--- config.mk ---
export PLATFORM = sky130hd
export DESIGN_NAME = rtlt_update
export DESIGN_NICKNAME = d
export VERILOG_FILES = /design/src/rtl/core/rtlt_pkg.sv /design/src/rtl/core/rtlt_update.sv
export SDC_FILE = /design/constraint.sdc
export NUM_CORES = 1
export LEC_CHECK = 0
export ABC_AREA = 0
export BUFFER_PORTS_ARGS = -buffer_cell sky130_fd_sc_hd__buf_2
export CAP_MARGIN = 10
export CORE_AREA = 2 2 255 257
export DETAILED_ROUTE_END_ITERATION = 16
export DIE_AREA = 0 0 257 259
export GPL_ROUTABILITY_DRIVEN = 1
export PLACE_DENSITY = 0.48
export SLEW_MARGIN = 20
export SYNTH_ARGS = -nofsm -noshare
export SYNTH_HDL_FRONTEND = slang
export SYNTH_SLANG_ARGS = --single-unit
--- constraint.sdc ---
create_clock -name vclk -period 3.1
set_input_delay 0.31 -clock vclk [all_inputs]
set_output_delay 0.31 -clock vclk [all_outputs]
set_load 0.01 [all_outputs]
--- src/rtl/core/rtlt_pkg.sv ---
// shared types and constants for the row timestamp lock table
// no dependencies; used by rtlt_update and row_timestamp_lock_table
package rtlt_pkg;

  // field widths fixed by the request format
  localparam int unsigned STAMP_W   = 64;
  localparam int unsigned ROW_W     = 10;
  localparam int unsigned ACTION_W  = 4;
  // wide enough to hold any row count up to 65536
  localparam int unsigned ROW_EXT_W = 17;
  localparam int unsigned ROWS_DEF  = 1024;

  typedef logic [STAMP_W-1:0] stamp_t;

  typedef enum logic [ACTION_W-1:0] {
    ACT_READ    = 4'd0,
    ACT_LOCK    = 4'd1,
    ACT_UPDATE  = 4'd2,
    ACT_RAISE   = 4'd3,
    ACT_INSTALL = 4'd4,
    ACT_RENEW   = 4'd5,
    ACT_RELEASE = 4'd6,
    ACT_DELETE  = 4'd7,
    ACT_SET     = 4'd8
  } action_t;

  // one row of metadata as held in the table memory
  typedef struct packed {
    stamp_t wts;
    stamp_t rts;
    logic   locked;
    logic   deleted;
    stamp_t dts;
  } row_entry_t;

  // result of one request
  typedef struct packed {
    logic   ok;
    stamp_t wts;
    stamp_t rts;
  } result_t;

endpackage

--- src/rtl/core/rtlt_update.sv ---
// modify step of the read-modify-write: new row contents and the result
// depends on rtlt_pkg
module rtlt_update (
  input  logic [rtlt_pkg::ACTION_W-1:0] action,
  input  logic                          row_ok,
  input  rtlt_pkg::stamp_t              wts_in,
  input  rtlt_pkg::stamp_t              rts_in,
  input  rtlt_pkg::row_entry_t          cur,
  output rtlt_pkg::row_entry_t          nxt,
  output logic                          wr_en,
  output rtlt_pkg::result_t             res
);

  rtlt_pkg::stamp_t raised_rts;

  // read stamp raised to the request stamp
  assign raised_rts = (rts_in > cur.rts) ? rts_in : cur.rts;

  // per action update and result
  always_comb begin
    nxt   = cur;
    wr_en = 1'b0;
    res   = '0;
    if (row_ok) begin
      unique case (rtlt_pkg::action_t'(action))
        rtlt_pkg::ACT_READ: begin
          res = '{ok: 1'b1, wts: cur.wts, rts: cur.rts};
        end
        rtlt_pkg::ACT_LOCK: begin
          if (!cur.locked) begin
            nxt.locked = 1'b1;
            wr_en      = 1'b1;
            res        = '{ok: 1'b1, wts: cur.wts, rts: cur.rts};
          end
        end
        rtlt_pkg::ACT_UPDATE: begin
          if (wts_in > cur.wts) begin
            nxt.wts = wts_in;
            nxt.rts = rts_in;
            wr_en   = 1'b1;
          end
          res.ok = 1'b1;
        end
        rtlt_pkg::ACT_RAISE: begin
          nxt.rts = raised_rts;
          wr_en   = 1'b1;
          res.ok  = 1'b1;
        end
        rtlt_pkg::ACT_INSTALL: begin
          nxt.wts = wts_in;
          nxt.rts = wts_in;
          wr_en   = 1'b1;
          res.ok  = 1'b1;
        end
        rtlt_pkg::ACT_RENEW: begin
          // version must match; deleted rows check the deletion stamp only
          if (wts_in == cur.wts) begin
            if (cur.deleted) begin
              if (rts_in < cur.dts) begin
                res.ok  = 1'b1;
                res.rts = cur.rts;
              end
            end else if (!cur.locked) begin
              nxt.rts = raised_rts;
              wr_en   = 1'b1;
              res.ok  = 1'b1;
              res.rts = raised_rts;
            end
          end
        end
        rtlt_pkg::ACT_RELEASE: begin
          nxt.locked = 1'b0;
          wr_en      = 1'b1;
          res.ok     = 1'b1;
        end
        rtlt_pkg::ACT_DELETE: begin
          nxt.deleted = 1'b1;
          nxt.dts     = wts_in;
          wr_en       = 1'b1;
          res.ok      = 1'b1;
        end
        rtlt_pkg::ACT_SET: begin
          nxt.wts = wts_in;
          nxt.rts = rts_in;
          wr_en   = 1'b1;
          res.ok  = 1'b1;
        end
        default: begin
          res = '0;
        end
      endcase
    end
  end

endmodule

==> impl_metrics.yaml <==
timing:
  finalCriticalPeriod_ns: 3.96
  drv_slew: 0
  tightestPinTransition_ns: 0.792
  final-setup-viol-count: 194
  fin_hold_ws_ns: 0.943
  finalSetupTns_ns: -130.71
  worst_slack_ns: -0.865
  grt_setup_unrepaired: "true"
  hold_violations: 0
  relSlewSlack_pct: 46.7
  fmax_mhz: 252
  period_share_pct: 128
logic_synthesis:
  synth_top_area_share_pct: 23.7
  yosysUniqueCellTypes: 66
  syn_inst: 1427
  yosysTopAreaCell: "ha_1"
  synth_area_leaders: "ha_1 (24%), mux2_2 (14%), inv_1 (8.1%), o21a_1 (6.4%), a22o_1 (5.6%)"
  synth_warnings: 0
  synth_area_um2: 10100
  avgSynthCellArea_um2: 7.08
  synth_nets: 1945
  yosysSeqAreaShare_pct: 0
route:
  routed_wl_um: 80200
  ant_nets: 0
  num_vias: 15400
  drcViolationCount: 0
  drtIter0Drc: 642
  avgViaCountPerCell: 4.63
  wl_per_cell_um: 24.0
  drtPass1Iterations: 5
die:
  initial_core_util_pct: 15.8
  ioPinCount: 651
  core-area_um2: 63900
  die_area_um2: 66600
  die_w_um: 257
  rows: 93
  die_h_um: 259
placement:
  port_buffers: 651
  dp_hpwl_um: 63100
  place_congestion: 0.901
  place_ws_ns: -1.46
power:
  power_density_nw_per_um2: 136
  p_switching_mw: 1.41
  irDropWorstVdd_v: 0.0000661
  power.internal_mw: 1.41
  power_frac_seq_pct: 0
  p_leak_nw: 11.1
  power_mw: 2.82
  netSwitchingFraction_pct: 49.9
  combPwrFrac_pct: 100.0
  p_clk_share_pct: 0
final_layout:
  final_util_pct: 32.4
  final_cell_mix: "buf_2 (509), buf_4 (406), inv_1 (196), ha_1 (153), buf_6 (152)"
  nets: 2997
  seq_cell_count: 0
  drive_above_1_share_pct: 57.3
  n_clock_buffer: 0
  layout_commonest_cell: "buf_2"
  nFillCells: 6889
  multi_input_area_um2: 10100
  syn_to_final_growth_pct: 105
  regArea_um2: 0
critical_path:
  path_max_fanout: 8
  path_class: "in2out"
  arrival_ns: 3.65
  cp-end-kind: "primary output"
  startpoint_type: "input pin"
  crit_required_ns: 2.79
grt:
  grt_pass1_wl_um: 111000
  grt_use_total_pct: 22.6
  antenna_found_initial: 7
  grt_pass1_vias: 15700
  grt_start_max_net_pins: 67
  overflow: 0
worst_hold_path:
  hp-start: "cur[191]"
  hold_end: "nxt[191]"
  hp-class: "in2out"
  worstHoldPathCells: 3
status:
  violations: "negative setup slack"
  outcome: "finished, violations left"
run:
  drv_cap: 0
metrics by stage:
stage,cells,cell area [um2]
floorplan,1427,10200
CTS,3326,19900
global placement,3270,17700
finish,3336,20700
detailed placement,3270,17700
global route,3336,20700
final cells by class:
type | instances | share of cell area, %
Tap cell | 855 | 5.16
Timing Repair Buffer | 1133 | 41.9
Inverter | 219 | 4.05
Antenna cell | 4 | 0.0483
Multi-Input combinational cell | 1125 | 48.8
repair_timing:
action	4_1_cts	5_1_grt
gates resized for setup	316	183
gates cloned	18	1
endpoints found under the setup margin	194	194
pin swaps	99	58
hold buffers	0	0
setup buffers	42	15
cells by family after synthesis:
logic type / synth area share, %
AOI/OAI and AO/OA: 32.3
xor gates and xnor gates: 0.0867
adders and majority gates: 23.7
buffers and inverters: 11.9
muxes: 14.2
and+or+nand+nor: 17.8
power groups by stage:
stage / sequential [mW] / clock (mW) / combinational (mW)
detailed placement: 0 / 0 / 2.32
CTS: 0 / 0 / 2.72
global route: 0 / 0.000000173 / 3.05
global placement: 0 / 0 / 2.33
finish: 0 / 0.000000174 / 2.82
floorplan: 0 / 0 / 0.913
routing by layer:
metal | vias to the layer above | part of all wire [%] | global-route usage, %
li1 | 7420 | - | -
met1 | 7270 | 40 | 26.1
met2 | 644 | 51 | 42.6
met3 | 110 | 5.4 | 3.26
met4 | 2 | 3.6 | 6.80
met5 | - | 0.016 | 0
synthesized netlist by cell type (19+ instances only):
| master | n |
|---|---|
| a21oi_1 | 72 |
| a22o_1 | 65 |
| a22oi_1 | 23 |
| and3_1 | 68 |
| buf_2 | 19 |
| clkbuf_1 | 57 |
| ha_1 | 191 |
| inv_1 | 219 |
| mux2_2 | 127 |
| nand2_1 | 81 |
| nand3_1 | 65 |
| nand4_1 | 41 |
| nor2_1 | 22 |
| o211ai_1 | 48 |
| o21a_1 | 86 |
| o21ai_0 | 107 |
how the worst max path moves through the flow:
stage / start / endpoint
global route: cur[103] / res[10]
detailed placement: cur[177] / res[47]
floorplan: cur[185] / res[10]
finish: rts_in[39] / res[10]
global placement: cur[177] / res[10]
CTS: rts_in[27] / nxt[111]
critical path, cell delays in order:
cell	delay [ns]
buf_2	0.12
ha_4	0.26
nand4_1	0.17
buf_4	0.20
nor4_4	0.30
buf_4	0.19
nand4_1	0.15
buf_4	0.19
nor4b_4	0.37
or2b_1	0.20
o21ai_4	0.08
a211oi_4	0.33
buf_6	0.17
buf_12	0.18
buf_6	0.12
a22o_1	0.16
buf_2	0.15
No activity file was read; power rests on OpenSTA's default activity.
